$ cat src/rtl/xsid_pkg.sv
package xsid_pkg;

  localparam int PosWidth  = 32;
  localparam int MaxLength = 15;

  typedef enum logic [1:0] {
    ST_OK        = 2'd0,
    ST_TRUNCATED = 2'd1,
    ST_UNKNOWN   = 2'd2,
    ST_TOO_LONG  = 2'd3
  } status_e;

  typedef enum logic [2:0] {
    IMM_NONE  = 3'd0,
    IMM_U8    = 3'd1,
    IMM_S8    = 3'd2,
    IMM_U32   = 3'd3,
    IMM_U64   = 3'd4,
    IMM_REL8  = 3'd5,
    IMM_REL32 = 3'd6
  } imm_kind_e;

  // One decoded record as it leaves the front part. The immediate is raw;
  // the back part turns it into its final value.
  typedef struct packed {
    logic [1:0]    status;
    logic [3:0]    length;
    logic [1:0]    opcode_map;
    logic [7:0]    opcode;
    logic [6:0]    prefix_flags;
    logic [3:0]    reg_index;
    logic [1:0]    rm_form;
    logic [3:0]    rm_index;
    logic [6:0]    index_info;
    logic [31:0]   displacement;
    logic [63:0]   imm_raw;
    imm_kind_e     imm_kind;
    logic [PosWidth-1:0] position;
  } rec_t;

endpackage

$ cat src/rtl/x86_subset_instruction_decoder.sv
// Channel | Signals                                   | Direction
// input   | valid_i, stall_o, code_byte_i, first/last  | byte stream in
// output  | valid_o, stall_i, status_o .. immediate_o  | decoded records out
//
// One byte is taken per cycle while stall_o is low; a record passes through the queue, then the output register.
// Decode state lives in the front part; a two-entry queue feeds the output register.
// Reset clears the decode phase, buffer position and all valid flags.
// Input stalls only when the queue is full, so a stalled output blocks the input
// once three records are held (one in the output register, two in the queue).
module x86_subset_instruction_decoder
  import xsid_pkg::*;
(
  input  logic        clk_i,
  input  logic        rst_ni,
  input  logic        valid_i,
  output logic        stall_o,
  input  logic [7:0]  code_byte_i,
  input  logic        first_byte_i,
  input  logic        last_byte_i,
  output logic        valid_o,
  input  logic        stall_i,
  output logic [1:0]  status_o,
  output logic [3:0]  length_o,
  output logic [1:0]  opcode_map_o,
  output logic [7:0]  opcode_o,
  output logic [6:0]  prefix_flags_o,
  output logic [3:0]  reg_index_o,
  output logic [1:0]  rm_form_o,
  output logic [3:0]  rm_index_o,
  output logic [6:0]  index_info_o,
  output logic signed [31:0] displacement_o,
  output logic [63:0] immediate_o
);

  logic accept, rec_valid, q_full, q_valid, q_pop;
  rec_t rec, q_data;

  assign stall_o = q_full;
  assign accept  = valid_i && !q_full;

  xsid_front u_front (
    .clk_i, .rst_ni,
    .valid_i(accept), .code_byte_i, .first_byte_i, .last_byte_i,
    .rec_valid_o(rec_valid), .rec_o(rec)
  );

  xsid_queue u_queue (
    .clk_i, .rst_ni,
    .push_i(rec_valid), .data_i(rec), .full_o(q_full),
    .valid_o(q_valid), .pop_i(q_pop), .data_o(q_data)
  );

  xsid_back u_back (
    .clk_i, .rst_ni,
    .rec_valid_i(q_valid), .rec_i(q_data), .rec_pop_o(q_pop),
    .valid_o, .stall_i, .status_o, .length_o, .opcode_map_o, .opcode_o,
    .prefix_flags_o, .reg_index_o, .rm_form_o, .rm_index_o, .index_info_o,
    .displacement_o, .immediate_o
  );

endmodule

$ cat src/rtl/xsid_front.sv
module xsid_front
  import xsid_pkg::*;
(
  input  logic       clk_i,
  input  logic       rst_ni,
  input  logic       valid_i,
  input  logic [7:0] code_byte_i,
  input  logic       first_byte_i,
  input  logic       last_byte_i,
  output logic       rec_valid_o,
  output rec_t       rec_o
);

  typedef enum logic [2:0] {
    PH_PREFIX, PH_OP2, PH_OP3, PH_MODRM, PH_SIB, PH_DISP, PH_IMM
  } phase_e;

  phase_e              phase_q, phase_d;
  logic [PosWidth-1:0] pos_q, pos_d;
  logic [3:0]          len_q, len_d;
  logic [6:0]          pfx_q, pfx_d;
  logic [7:0]          op_q, op_d;
  logic [1:0]          map_q, map_d;
  logic [1:0]          mod_q, mod_d;
  logic [31:0]         disp_q, disp_d;
  logic [63:0]         imm_q, imm_d;
  logic [3:0]          left_q, left_d;
  logic [2:0]          dsize_q, dsize_d;
  logic [3:0]          isize_q, isize_d;
  imm_kind_e           ikind_q, ikind_d;
  logic [3:0]          reg_q, reg_d, rmr_q, rmr_d;
  logic [1:0]          form_q, form_d;
  logic [6:0]          idx_q, idx_d;

  // Decoding of one byte against the phase state.
  always_comb begin
    logic [PosWidth-1:0] pos;
    logic [3:0]  len, dsz, isz, left, shf;
    logic [6:0]  pfx;
    logic [7:0]  op;
    logic [1:0]  map, form, md;
    logic [31:0] disp;
    logic [63:0] imm;
    logic [3:0]  rg, rmr;
    logic [6:0]  idx;
    imm_kind_e   kind;
    phase_e      ph;
    logic        done, unk, setimm, needm, rb, rr, rx, rw;
    logic [7:0]  b;
    pos = pos_q; len = len_q; pfx = pfx_q; op = op_q; map = map_q; md = mod_q;
    disp = disp_q; imm = imm_q; left = left_q; dsz = {1'b0, dsize_q};
    isz = isize_q; kind = ikind_q; rg = reg_q; rmr = rmr_q; form = form_q;
    idx = idx_q; ph = phase_q; shf = '0;
    done = 1'b0; unk = 1'b0; setimm = 1'b0; needm = 1'b0;
    b = code_byte_i;
    if (first_byte_i) begin
      pos = '0; len = '0; pfx = '0; op = '0; map = '0; md = '0; disp = '0;
      imm = '0; left = '0; dsz = '0; isz = '0; kind = IMM_NONE; rg = '0;
      rmr = '0; form = '0; idx = '0; ph = PH_PREFIX;
    end
    pos = pos + 1'b1;
    len = len + 1'b1;
    rb = pfx[6]; rr = pfx[4]; rx = pfx[5]; rw = pfx[3];
    case (ph)
      PH_PREFIX: begin
        if (b == 8'h66) pfx[0] = 1'b1;
        else if (b == 8'hF2) pfx[1] = 1'b1;
        else if (b == 8'hF3) pfx[2] = 1'b1;
        else if (b[7:4] == 4'h4) pfx[6:3] = {b[0], b[1], b[2], b[3]};
        else begin
          op = b; map = 2'd0;
          case (b) inside
            8'h55, 8'h5D, 8'hC9, 8'hC3, 8'hCC, 8'h90: done = 1'b1;
            8'hE8, 8'hE9: begin kind = IMM_REL32; setimm = 1'b1; end
            8'hEB, [8'h70:8'h7F]: begin kind = IMM_REL8; setimm = 1'b1; end
            8'hA8: begin kind = IMM_U8; setimm = 1'b1; end
            8'h31, 8'h33, 8'h09, 8'h0B, 8'h39, 8'h3B, 8'h89, 8'h8B, 8'hFF:
              begin kind = IMM_NONE; needm = 1'b1; end
            8'h81: begin kind = IMM_U32; needm = 1'b1; end
            8'h83: begin kind = IMM_S8; needm = 1'b1; end
            8'hC1: begin kind = IMM_U8; needm = 1'b1; end
            8'h0F: ph = PH_OP2;
            [8'hB8:8'hBF]: begin
              rg = {rb, b[2:0]}; kind = rw ? IMM_U64 : IMM_U32; setimm = 1'b1;
            end
            [8'hB0:8'hB7]: begin rg = {rb, b[2:0]}; kind = IMM_U8; setimm = 1'b1; end
            default: unk = 1'b1;
          endcase
        end
      end
      PH_OP2: begin
        op = b; map = 2'd1;
        case (b) inside
          [8'h80:8'h8F]: begin kind = IMM_REL32; setimm = 1'b1; end
          [8'h90:8'h9F], 8'hB6, 8'h10, 8'h11, 8'h28, 8'h2E, 8'h57, 8'h58, 8'h59,
          8'h5C, 8'h5E, 8'h2A, 8'h2C, 8'h6E, 8'h7E:
            begin kind = IMM_NONE; needm = 1'b1; end
          8'h3A: ph = PH_OP3;
          default: unk = 1'b1;
        endcase
      end
      PH_OP3: begin
        op = b; map = 2'd2;
        if (b == 8'h0B) begin kind = IMM_U8; needm = 1'b1; end
        else unk = 1'b1;
      end
      PH_MODRM: begin
        md = b[7:6];
        rg = {rr, b[5:3]};
        if (b[7:6] == 2'd3) begin form = 2'd1; rmr = {rb, b[2:0]}; setimm = 1'b1; end
        else if (b[2:0] == 3'd4) ph = PH_SIB;
        else begin
          if (b[2:0] == 3'd5 && b[7:6] == 2'd0) begin form = 2'd3; dsz = 4'd4; end
          else begin
            form = 2'd2; rmr = {rb, b[2:0]};
            dsz = (b[7:6] == 2'd1) ? 4'd1 : (b[7:6] == 2'd2) ? 4'd4 : 4'd0;
          end
          setimm = 1'b1;
        end
      end
      PH_SIB: begin
        if (b[2:0] == 3'd5 && md == 2'd0) begin form = 2'd3; dsz = 4'd4; end
        else begin form = 2'd2; rmr = {rb, b[2:0]}; end
        if (!(b[5:3] == 3'd4 && !rx)) idx = {1'b1, b[7:6], rx, b[5:3]};
        if (md == 2'd1) dsz = 4'd1;
        else if (md == 2'd2) dsz = 4'd4;
        setimm = 1'b1;
      end
      PH_DISP: begin
        shf = dsz - left;
        disp = disp | ({24'd0, b} << {shf[1:0], 3'd0});
        left = left - 1'b1;
        if (left == 4'd0) begin
          if (isz != 4'd0) begin ph = PH_IMM; left = isz; end
          else done = 1'b1;
        end
      end
      PH_IMM: begin
        shf = isz - left;
        imm = imm | ({56'd0, b} << {shf[2:0], 3'd0});
        left = left - 1'b1;
        if (left == 4'd0) done = 1'b1;
      end
      default: ph = PH_PREFIX;
    endcase
    // Size the immediate, then route to ModRM, displacement, immediate or finish.
    if (setimm || needm) begin
      case (kind)
        IMM_U8, IMM_S8, IMM_REL8: isz = 4'd1;
        IMM_U32, IMM_REL32:       isz = 4'd4;
        IMM_U64:                  isz = 4'd8;
        default:                  isz = 4'd0;
      endcase
    end
    if (needm) ph = PH_MODRM;
    if (setimm) begin
      if (dsz != 4'd0) begin ph = PH_DISP; left = dsz; end
      else if (isz != 4'd0) begin ph = PH_IMM; left = isz; end
      else done = 1'b1;
    end

    rec_o = '0;
    rec_o.length = len; rec_o.opcode_map = map; rec_o.opcode = op;
    rec_o.prefix_flags = pfx; rec_o.position = pos;
    rec_valid_o = valid_i;
    if (done || (last_byte_i && (ph == PH_DISP || ph == PH_IMM))) begin
      rec_o.status = ST_OK;
      rec_o.reg_index = rg; rec_o.rm_form = form; rec_o.rm_index = rmr;
      rec_o.index_info = idx;
      rec_o.imm_kind = kind;
      if (!done && ph == PH_DISP) begin
        rec_o.imm_raw = '0;
        rec_o.displacement = (left != 4'd0) ? 32'd0 :
          (dsz == 4'd1 ? {{24{disp[7]}}, disp[7:0]} : disp);
      end else begin
        rec_o.displacement = (dsz == 4'd1) ? {{24{disp[7]}}, disp[7:0]} : disp;
        rec_o.imm_raw = (!done && left != 4'd0) ? 64'd0 : imm;
      end
    end else if (unk) rec_o.status = ST_UNKNOWN;
    else if (last_byte_i) rec_o.status = ST_TRUNCATED;
    else if (len >= 4'(MaxLength)) rec_o.status = ST_TOO_LONG;
    else rec_valid_o = 1'b0;

    phase_d = ph; pos_d = pos; len_d = len; pfx_d = pfx; op_d = op; map_d = map;
    mod_d = md; disp_d = disp; imm_d = imm; left_d = left; dsize_d = dsz[2:0];
    isize_d = isz; ikind_d = kind; reg_d = rg; rmr_d = rmr; form_d = form;
    idx_d = idx;
    if (rec_valid_o || last_byte_i) begin
      phase_d = PH_PREFIX; len_d = '0; pfx_d = '0; op_d = '0; map_d = '0;
      mod_d = '0; disp_d = '0; imm_d = '0; left_d = '0; dsize_d = '0;
      isize_d = '0; ikind_d = IMM_NONE; reg_d = '0; rmr_d = '0; form_d = '0;
      idx_d = '0;
    end
  end

  // Decode state advances on each accepted byte.
  always_ff @(posedge clk_i or negedge rst_ni) begin
    if (!rst_ni) begin
      phase_q <= PH_PREFIX; pos_q <= '0; len_q <= '0; pfx_q <= '0; op_q <= '0;
      map_q <= '0; mod_q <= '0; disp_q <= '0; imm_q <= '0; left_q <= '0;
      dsize_q <= '0; isize_q <= '0; ikind_q <= IMM_NONE; reg_q <= '0;
      rmr_q <= '0; form_q <= '0; idx_q <= '0;
    end else if (valid_i) begin
      phase_q <= phase_d; pos_q <= pos_d; len_q <= len_d; pfx_q <= pfx_d;
      op_q <= op_d; map_q <= map_d; mod_q <= mod_d; disp_q <= disp_d;
      imm_q <= imm_d; left_q <= left_d; dsize_q <= dsize_d; isize_q <= isize_d;
      ikind_q <= ikind_d; reg_q <= reg_d; rmr_q <= rmr_d; form_q <= form_d;
      idx_q <= idx_d;
    end
  end

endmodule

$ cat src/rtl/xsid_queue.sv
module xsid_queue
  import xsid_pkg::*;
(
  input  logic clk_i,
  input  logic rst_ni,
  input  logic push_i,
  input  rec_t data_i,
  output logic full_o,
  output logic valid_o,
  input  logic pop_i,
  output rec_t data_o
);

  // Two-entry queue of records between decode and result.
  rec_t       mem_q [2];
  logic       wptr_q, rptr_q;
  logic [1:0] cnt_q;

  assign full_o  = (cnt_q == 2'd2);
  assign valid_o = (cnt_q != 2'd0);
  assign data_o  = mem_q[rptr_q];

  always_ff @(posedge clk_i) begin
    if (push_i) mem_q[wptr_q] <= data_i;
  end

  always_ff @(posedge clk_i or negedge rst_ni) begin
    if (!rst_ni) begin
      wptr_q <= 1'b0; rptr_q <= 1'b0; cnt_q <= '0;
    end else begin
      if (push_i) wptr_q <= ~wptr_q;
      if (pop_i) rptr_q <= ~rptr_q;
      cnt_q <= cnt_q + {1'b0, push_i} - {1'b0, pop_i};
    end
  end

endmodule

$ cat src/rtl/xsid_back.sv
module xsid_back
  import xsid_pkg::*;
(
  input  logic        clk_i,
  input  logic        rst_ni,
  input  logic        rec_valid_i,
  input  rec_t        rec_i,
  output logic        rec_pop_o,
  output logic        valid_o,
  input  logic        stall_i,
  output logic [1:0]  status_o,
  output logic [3:0]  length_o,
  output logic [1:0]  opcode_map_o,
  output logic [7:0]  opcode_o,
  output logic [6:0]  prefix_flags_o,
  output logic [3:0]  reg_index_o,
  output logic [1:0]  rm_form_o,
  output logic [3:0]  rm_index_o,
  output logic [6:0]  index_info_o,
  output logic signed [31:0] displacement_o,
  output logic [63:0] immediate_o
);

  logic          load;
  logic [63:0]   imm_d, imm_q;
  logic [PosWidth-1:0] rel, tgt;
  rec_t          r_q;
  logic          valid_q;

  // Final immediate: extension or branch target.
  always_comb begin
    rel = '0;
    tgt = '0;
    imm_d = '0;
    case (rec_i.imm_kind)
      IMM_U8:  imm_d = {56'd0, rec_i.imm_raw[7:0]};
      IMM_S8:  imm_d = {{56{rec_i.imm_raw[7]}}, rec_i.imm_raw[7:0]};
      IMM_U32: imm_d = {32'd0, rec_i.imm_raw[31:0]};
      IMM_U64: imm_d = rec_i.imm_raw;
      IMM_REL8: begin
        rel = PosWidth'({{56{rec_i.imm_raw[7]}}, rec_i.imm_raw[7:0]});
        tgt = rec_i.position + rel;
        imm_d = 64'(tgt);
      end
      IMM_REL32: begin
        rel = PosWidth'({{32{rec_i.imm_raw[31]}}, rec_i.imm_raw[31:0]});
        tgt = rec_i.position + rel;
        imm_d = 64'(tgt);
      end
      default: imm_d = '0;
    endcase
  end

  assign load      = rec_valid_i && (!valid_q || !stall_i);
  assign rec_pop_o = load;

  // Output register.
  always_ff @(posedge clk_i or negedge rst_ni) begin
    if (!rst_ni) begin
      valid_q <= 1'b0;
    end else if (load) begin
      valid_q <= 1'b1;
    end else if (!stall_i) begin
      valid_q <= 1'b0;
    end
  end

  always_ff @(posedge clk_i) begin
    if (load) begin
      r_q   <= rec_i;
      imm_q <= imm_d;
    end
  end

  assign valid_o        = valid_q;
  assign status_o       = r_q.status;
  assign length_o       = r_q.length;
  assign opcode_map_o   = r_q.opcode_map;
  assign opcode_o       = r_q.opcode;
  assign prefix_flags_o = r_q.prefix_flags;
  assign reg_index_o    = r_q.reg_index;
  assign rm_form_o      = r_q.rm_form;
  assign rm_index_o     = r_q.rm_index;
  assign index_info_o   = r_q.index_info;
  assign displacement_o = r_q.displacement;
  assign immediate_o    = imm_q;

endmodule
$ cat config.mk
export PLATFORM = sky130hd
export DESIGN_NAME = x86_subset_instruction_decoder
export DESIGN_NICKNAME = d
export VERILOG_FILES = /design/src/rtl/xsid_pkg.sv /design/src/rtl/x86_subset_instruction_decoder.sv /design/src/rtl/xsid_front.sv /design/src/rtl/xsid_queue.sv /design/src/rtl/xsid_back.sv
export SDC_FILE = /design/constraint.sdc
export NUM_CORES = 1
export LEC_CHECK = 0
export BUFFER_PORTS_ARGS = -buffer_cell sky130_fd_sc_hd__buf_2
export CAP_MARGIN = 20
export CORE_MARGIN = 5
export CORE_UTILIZATION = 45
export CTS_CLUSTER_SIZE = 25
export DETAILED_ROUTE_END_ITERATION = 7
export GPL_ROUTABILITY_DRIVEN = 0
export PLACE_DENSITY = 0.68
export SYNTH_ARGS = -nofsm -noshare
export SYNTH_HDL_FRONTEND = slang
export SYNTH_SLANG_ARGS = --single-unit
$ cat constraint.sdc
create_clock -name clk_i -period 22.4 [get_ports clk_i]
set_input_delay 4.48 -clock clk_i [delete_from_list [all_inputs] [get_ports clk_i]]
set_output_delay 4.48 -clock clk_i [all_outputs]
set_load 0.05 [all_outputs]
==> results of run 1 <==
==> metrics by stage <==
| stage | util | std cells | setup WS [ns] |
|---|---|---|---|
| 2_1_floorplan | - | 2495 | 7.043 |
| 3_3_place_gp | 0.4770 | 3383 | 12.34 |
| 3_5_place_dp | 0.4774 | 3384 | 12.10 |
| 4_1_cts | 0.5104 | 3506 | 12.72 |
| 5_1_grt | 0.5110 | 3510 | 12.22 |
| 6_report | 0.5110 | 3510 | 12.54 |
==> worst paths after layout <==
path	startpoint	end	slack, ns
max in group asynchronous	rst_ni	u_front.imm_q[54]	17.02
min in group asynchronous	rst_ni	u_front.op_q[2]	3.89
min reg2reg	u_front.dsize_q[0]	u_front.dsize_q[0]	0.48
max reg2reg	u_queue.rptr_q	u_back.immediate_o[31]	16.39
max	first_byte_i	u_queue.mem_q[0][88]	12.54
min	u_front.dsize_q[0]	u_front.dsize_q[0]	0.48
==> sequential cells by signal, summed over array words and instances, names as in the netlist, 7 cells and up <==
name / count
u_back.prefix_flags_o: 7
u_front.idx_q: 7
u_back.immediate_o: 64
u_queue.mem_q: 342
u_front.op_q: 8
u_back.opcode_o: 8
u_back.index_info_o: 7
u_front.imm_q: 64
u_front.pfx_q: 7
u_front.pos_q: 32
u_back.displacement_o: 32
u_front.disp_q: 32
==> critical path, stage by stage <==
cell and delay, ns:
buf_2 0.29, inv_4 0.57, buf_4 0.83, nand2_1 0.32, ha_1 0.33, nand2b_1 0.16, mux2_2 0.30, o32ai_1 0.45
nor3_1 0.19, a21oi_1 0.33, nor2b_4 0.21, buf_4 0.44, buf_4 0.88
==> power breakdown <==
part           internal [mW]  switching [mW]
combinational          0.470            1.15
clock                  0.658           0.467
sequential              1.68          0.0841
==> Yosys cell counts (all sizes together), types with 5 or more instances <==
cell type    n  area [um2]
o21a         6       45.04
buf         61       334.1
dfrtp      190        4755
mux2i       67       670.6
a32o        28       280.3
o21bai       7       52.55
o22ai        5       31.28
a21oi       64       324.1
nand3       36       180.2
a21o        20       157.6
nor2b       33       206.5
ha          40       500.5
and3        17       106.4
o21ai      186       942.2
nor3b       14       116.4
o31ai       32       240.2
o41ai        6       71.32
clkbuf     109       409.1
nor3        51       365.4
nor4         6       37.54
o211ai       5       70.06
a31o         9       78.83
o221ai      20       175.2
nand4       12       75.07
inv         32       120.1
or3         14       87.58
xor2        34       297.8
a22oi       74       555.5
xnor2       34       297.8
edfxtp     478       14350
nand2b      30       187.7
a31oi       38       267.8
and2         8       50.05
a211oi      10       75.07
nand2      308        1156
a222oi      24       240.2
mux2       115        1299
a21boi       5       37.54
nor2       189       737.0
==> final cells by class <==
cell class,instances,area share
inverter,33,0.003663
antenna,2,0.0001451
multi-input combinational,1624,0.3147
tap,873,0.03166
clock buffer,95,0.05901
clock inverter,27,0.005477
timing repair buffer,188,0.03137
sequential,668,0.5540
==> cells by family (layout without fill, tap and decap cells) <==
| logic type | count (synthesis) | after routing | share of synthesized area |
|---|---|---|---|
| other cells | 0 | 2 | 0 |
| compound gates | 587 | 587 | 0.1337 |
| flops | 668 | 668 | 0.6212 |
| xor+xnor | 68 | 68 | 0.01936 |
| simple gates | 745 | 745 | 0.1160 |
| mux | 182 | 182 | 0.06402 |
| buf+inv | 203 | 343 | 0.02819 |
| fa+ha+maj | 42 | 42 | 0.01757 |
==> layer usage <==
metal  up-vias  GRT usage
met1     10420     0.2631
li1       9522          -
met5         -          0
met4         0    0.06196
met3       152    0.03232
met2       841     0.3312
==> results.yml, run 1 <==
status:
  status: "finished, violations left"
  violations: "DRC"
worst_hold_path:
  min_path_type: "flip-flop to flip-flop"
  whs_path_depth: 2
die:
  coreArea_um2: 67510
  row_count: 95
  die-area_um2: 73690
  ioPinCount: 152
  die_w_um: 271.5
  initial_core_util: 0.4556
  die_h_um: 271.5
power_and_ir_drop:
  p_per_area_nw_per_um2: 130.7
  ir_drop_v: 0.0001560
  fin_total_pwr_mw: 4.508
  leakage_nw: 12.94
sta:
  fin_tns_setup_ns: 0
  worst_slew_pin_slew_ns: 1.091
  whs_ns: 0.4762
  skew_ns: 0.03156
  relSlewSlack: 0.2673
  setup_viol: 0
  max_freq_ghz: 0.1014
  rsz0062_at_grt: "no"
  fin_crit_sh: 0.4403
  finalMaxSlewViolations: 0
  final_hold_viol_count: 0
  fin_crit_ns: 9.863
cts:
  cts.sinks: 668
  cts_setup_buffers: 0
  h-tree-depth: 3
  clkLatencyLatePin_ns: 0.61
  numCtsBuffers: 70
  holdBufCountCts: 0
  clk_pin_slew_worst_paths_ns: 0.06
  cts_buffer_depth: 3
  ctsRootBufferMaster: "clkbuf_16"
  postCtsResizedCells: 0
  tritoncts: "done"
detailed_routing:
  wl_met1_um: 31650
  drcViolationCount: 48
  via_count: 20930
  finalWirelength_um: 75100
  dr.first_iter.drc_count: 2385
  wl_met2_um: 36430
  wl_per_cell_um: 21.40
  first_pass_iters: 8
  highest_layer: "met4"
  vias_per_cell: 5.964
  final_antenna_net_count: 0
  routed-wl-met3_um: 5072
layout:
  final_cell_mix: "edfxtp_1, nand2_1, dfrtp_1, o21ai_0, nor2_1"
  syn_to_final_growth_pct: 12.15
  register_area_um2: 19110
  drive_gt1_frac: 0.1818
  final_area_um2: 34500
  final_common_cell: "edfxtp_1"
  final_net_count: 2641
  fillers: 5738
  multi_input_comb_area_um2: 10860
job:
  maxCapViolations: 0
global_routing:
  track_usage: 0.1966
  grt_pass1_wl_um: 117200
  grt_overflow: 0
  antenna_found_initial: 2
  grt_max_degree: 98
  first_global_vias: 20700
logic_synthesis:
  synth-seq-cells: 668
  synth_edf_count: 478
  ys_seq_area_frac: 0.6212
  synth_cells: 2495
  ys_warn_count: 0
  ys_types: 95
  mappedNetlistArea_um2: 30760
  syn_nets: 2551
  synth_flop_cell: "edfxtp_1"
  async_flop_share: 0.2844
  avgSynthCellArea_um2: 12.33
setup_path:
  arrival_ns: 10.06
  startpoint_type: "input pin"
  worstPathMaxFanout: 86
  cp-end-kind: "flip-flop"
  path_class: "input pin to flip-flop"
  reg2reg_depth: 13
  worstPathRequired_ns: 22.60
placement:
  portBuffers: 151
  postPlaceCellArea_um2: 32230
  hpwl_um: 48090
Note: power is estimated with default switching activity, not from simulation.
==> inputs of run 2 (changes only) <==
--- a/config.mk
+++ b/config.mk
@@ -12,7 +12,7 @@
 export CTS_CLUSTER_SIZE = 25
 export DETAILED_ROUTE_END_ITERATION = 7
 export GPL_ROUTABILITY_DRIVEN = 0
-export PLACE_DENSITY = 0.68
+export PLACE_DENSITY = 0.7
 export SYNTH_ARGS = -nofsm -noshare
 export SYNTH_HDL_FRONTEND = slang
 export SYNTH_SLANG_ARGS = --single-unit
==> constraint.sdc (replaced) <==
create_clock -name clk_i -period 9 [get_ports clk_i]
set_input_delay 1.8 -clock clk_i [delete_from_list [all_inputs] [get_ports clk_i]]
set_output_delay 1.8 -clock clk_i [all_outputs]
set_load 0.05 [all_outputs]
==> run 2 against run 1 <==
The run still ends with DRC left. First-iteration DRC count increased by 6.1%. Sequential power up 150%. Via count shrank 0.49%. Worst setup slack got worse by 10 ns. Critical path depth fell by 3. Die area stayed put. Clock power grew 150%. Combinational power is 150% higher. Global-route usage shrank 0.32 points. Sequential cell count unchanged. Non-clock buffer count down 2. Register-to-register slack got worse by 13 ns. Largest power group unchanged.
==> results.yml, run 2 (same netlist as run 1, synthesis figures left out) <==
placement:
  portBuffers: 151
  hpwl_um: 48020
detailed_routing:
  drcViolationCount: 34
  first_pass_iters: 8
  finalWirelength_um: 73330
  dr.first_iter.drc_count: 2530
  final_antenna_net_count: 0
  via_count: 20830
  vias_per_cell: 5.936
  wl_per_cell_um: 20.90
cts:
  cts_buffer_depth: 3
  clkLatencyLatePin_ns: 0.62
  numCtsBuffers: 70
  cts.sinks: 668
  tritoncts: "done"
  h-tree-depth: 3
  postCtsResizedCells: 0
  cts_setup_buffers: 0
  holdBufCountCts: 0
  ctsRootBufferMaster: "clkbuf_16"
  clk_pin_slew_worst_paths_ns: 0.06
sta:
  relSlewSlack: 0.2341
  fin_crit_sh: 0.7166
  fin_tns_setup_ns: 0
  worst_slew_pin_slew_ns: 1.140
  finalMaxSlewViolations: 0
  max_freq_ghz: 0.1551
  final_hold_viol_count: 0
  skew_ns: 0.03086
  whs_ns: 0.4799
  setup_viol: 0
  rsz0062_at_grt: "no"
  fin_crit_ns: 6.449
setup_path:
  cp-end-kind: "flip-flop"
  timing.rr.start: "u_queue.rptr_q"
  timing.rr.end: "u_back.immediate_o[31]"
  arrival_ns: 6.68
  reg2reg_depth: 17
  path_class: "input pin to flip-flop"
  reg2reg_slack_ns: 3.51
  startpoint_type: "input pin"
  worstPathRequired_ns: 9.23
  worstPathMaxFanout: 106
layout:
  antenna_cells: 0
  largest_reg_flops: 342
  register_area_um2: 19110
  multi_input_comb_area_um2: 10860
  syn_to_final_growth_pct: 12.21
  final_cell_mix: "edfxtp_1, nand2_1, dfrtp_1, o21ai_0, nor2_1"
  drive_gt1_frac: 0.1798
  final_net_count: 2639
  final_common_cell: "edfxtp_1"
  regMostFlops: "u_queue.mem_q"
  fillers: 5760
power_and_ir_drop:
  fin_total_pwr_mw: 11.22
  ir_drop_v: 0.0002112
  p_per_area_nw_per_um2: 325.1
  leakage_nw: 12.92
global_routing:
  antenna_found_initial: 4
  grt_max_degree: 118
  grt_overflow: 0
  grtUsageMet2: 0.3220
  first_global_vias: 20850
  grt_busiest_layer: "met2"
  track_usage: 0.1934
  grt_use_met1: 0.2599
  grt_pass1_wl_um: 116000
  grt_use_met3: 0.03144
die:
  die_h_um: 271.5
  die-area_um2: 73690
  initial_core_util: 0.4556
  coreArea_um2: 67510
  row_count: 95
  die_w_um: 271.5
  ioPinCount: 152
worst_hold_path:
  holdPathEnd: "u_front.rmr_q[0]"
  min_from: "u_front.rmr_q[0]"
  whs_path_depth: 2
  min_path_type: "flip-flop to flip-flop"
status:
  violations: "DRC"
  status: "finished, violations left"
job:
  maxCapViolations: 0
## run 2: cell types whose count changed in the layout (fill, tap and decap cells not counted), moves of 2 or more
cell	previous run	this run
clkinv_8	0	3
clkinv_1	12	5
buf_4	34	30
clkbuf_8	9	2
buf_12	0	3
clkbuf_1	11	24
diode_2	2	0
clkbuf_16	75	71
bufinv_16	2	6
## run 2: power breakdown
group          total, mW  switching (mW)  internal (mW)
Clock               2.82            1.17           1.65
Combinational       4.02            2.85           1.17
Sequential          4.38           0.196           4.18
Total               11.2            4.22           7.00
## run 2: critical path: stages
cell and delay (ns):
buf_2 0.68, nor2_1 0.32, a31oi_1 0.70, a21oi_1 0.21
o31a_1 0.35, or3_1 0.39, mux2_4 0.35, o21ai_4 0.66
and3_4 0.57, buf_12 0.41
## run 2: per-stage QoR
step	util	worst slack (ns)	area (um2)	cells
global placement	0.4775	2.292	32240	3382
floorplan	-	1.507	30770	2495
CTS	0.5112	2.707	34510	3508
finish	0.5113	2.551	34520	3509
detailed placement	0.4779	2.099	32260	3383
global route	0.5113	2.354	34520	3509
## run 2: how the worst max path moves through the flow
stage	start	slack (ns)	to
floorplan	first_byte_i	1.51	u_queue.mem_q[0][0]
global placement	code_byte_i[3]	2.29	u_queue.mem_q[1][14]
detailed placement	code_byte_i[3]	2.10	u_queue.mem_q[1][8]
CTS	code_byte_i[3]	2.71	u_queue.mem_q[1][6]
global route	code_byte_i[3]	2.35	u_queue.mem_q[1][6]
finish	code_byte_i[3]	2.55	u_queue.mem_q[1][30]
## run 2: layout make-up
class | instances | area share
Timing Repair Buffer | 186 | 0.03143
Tap cell | 873 | 0.03164
Multi-Input combinational cell | 1624 | 0.3145
Sequential cell | 668 | 0.5537
Inverter | 33 | 0.003661
Clock inverter | 29 | 0.01062
Clock buffer | 96 | 0.05448
## run 2: metal layers
layer  up-vias  wire, um
li1       9547         -
met1     10270     30780
met2       845     35810
met3       162      4783
met4         4      1937
met5         -        21
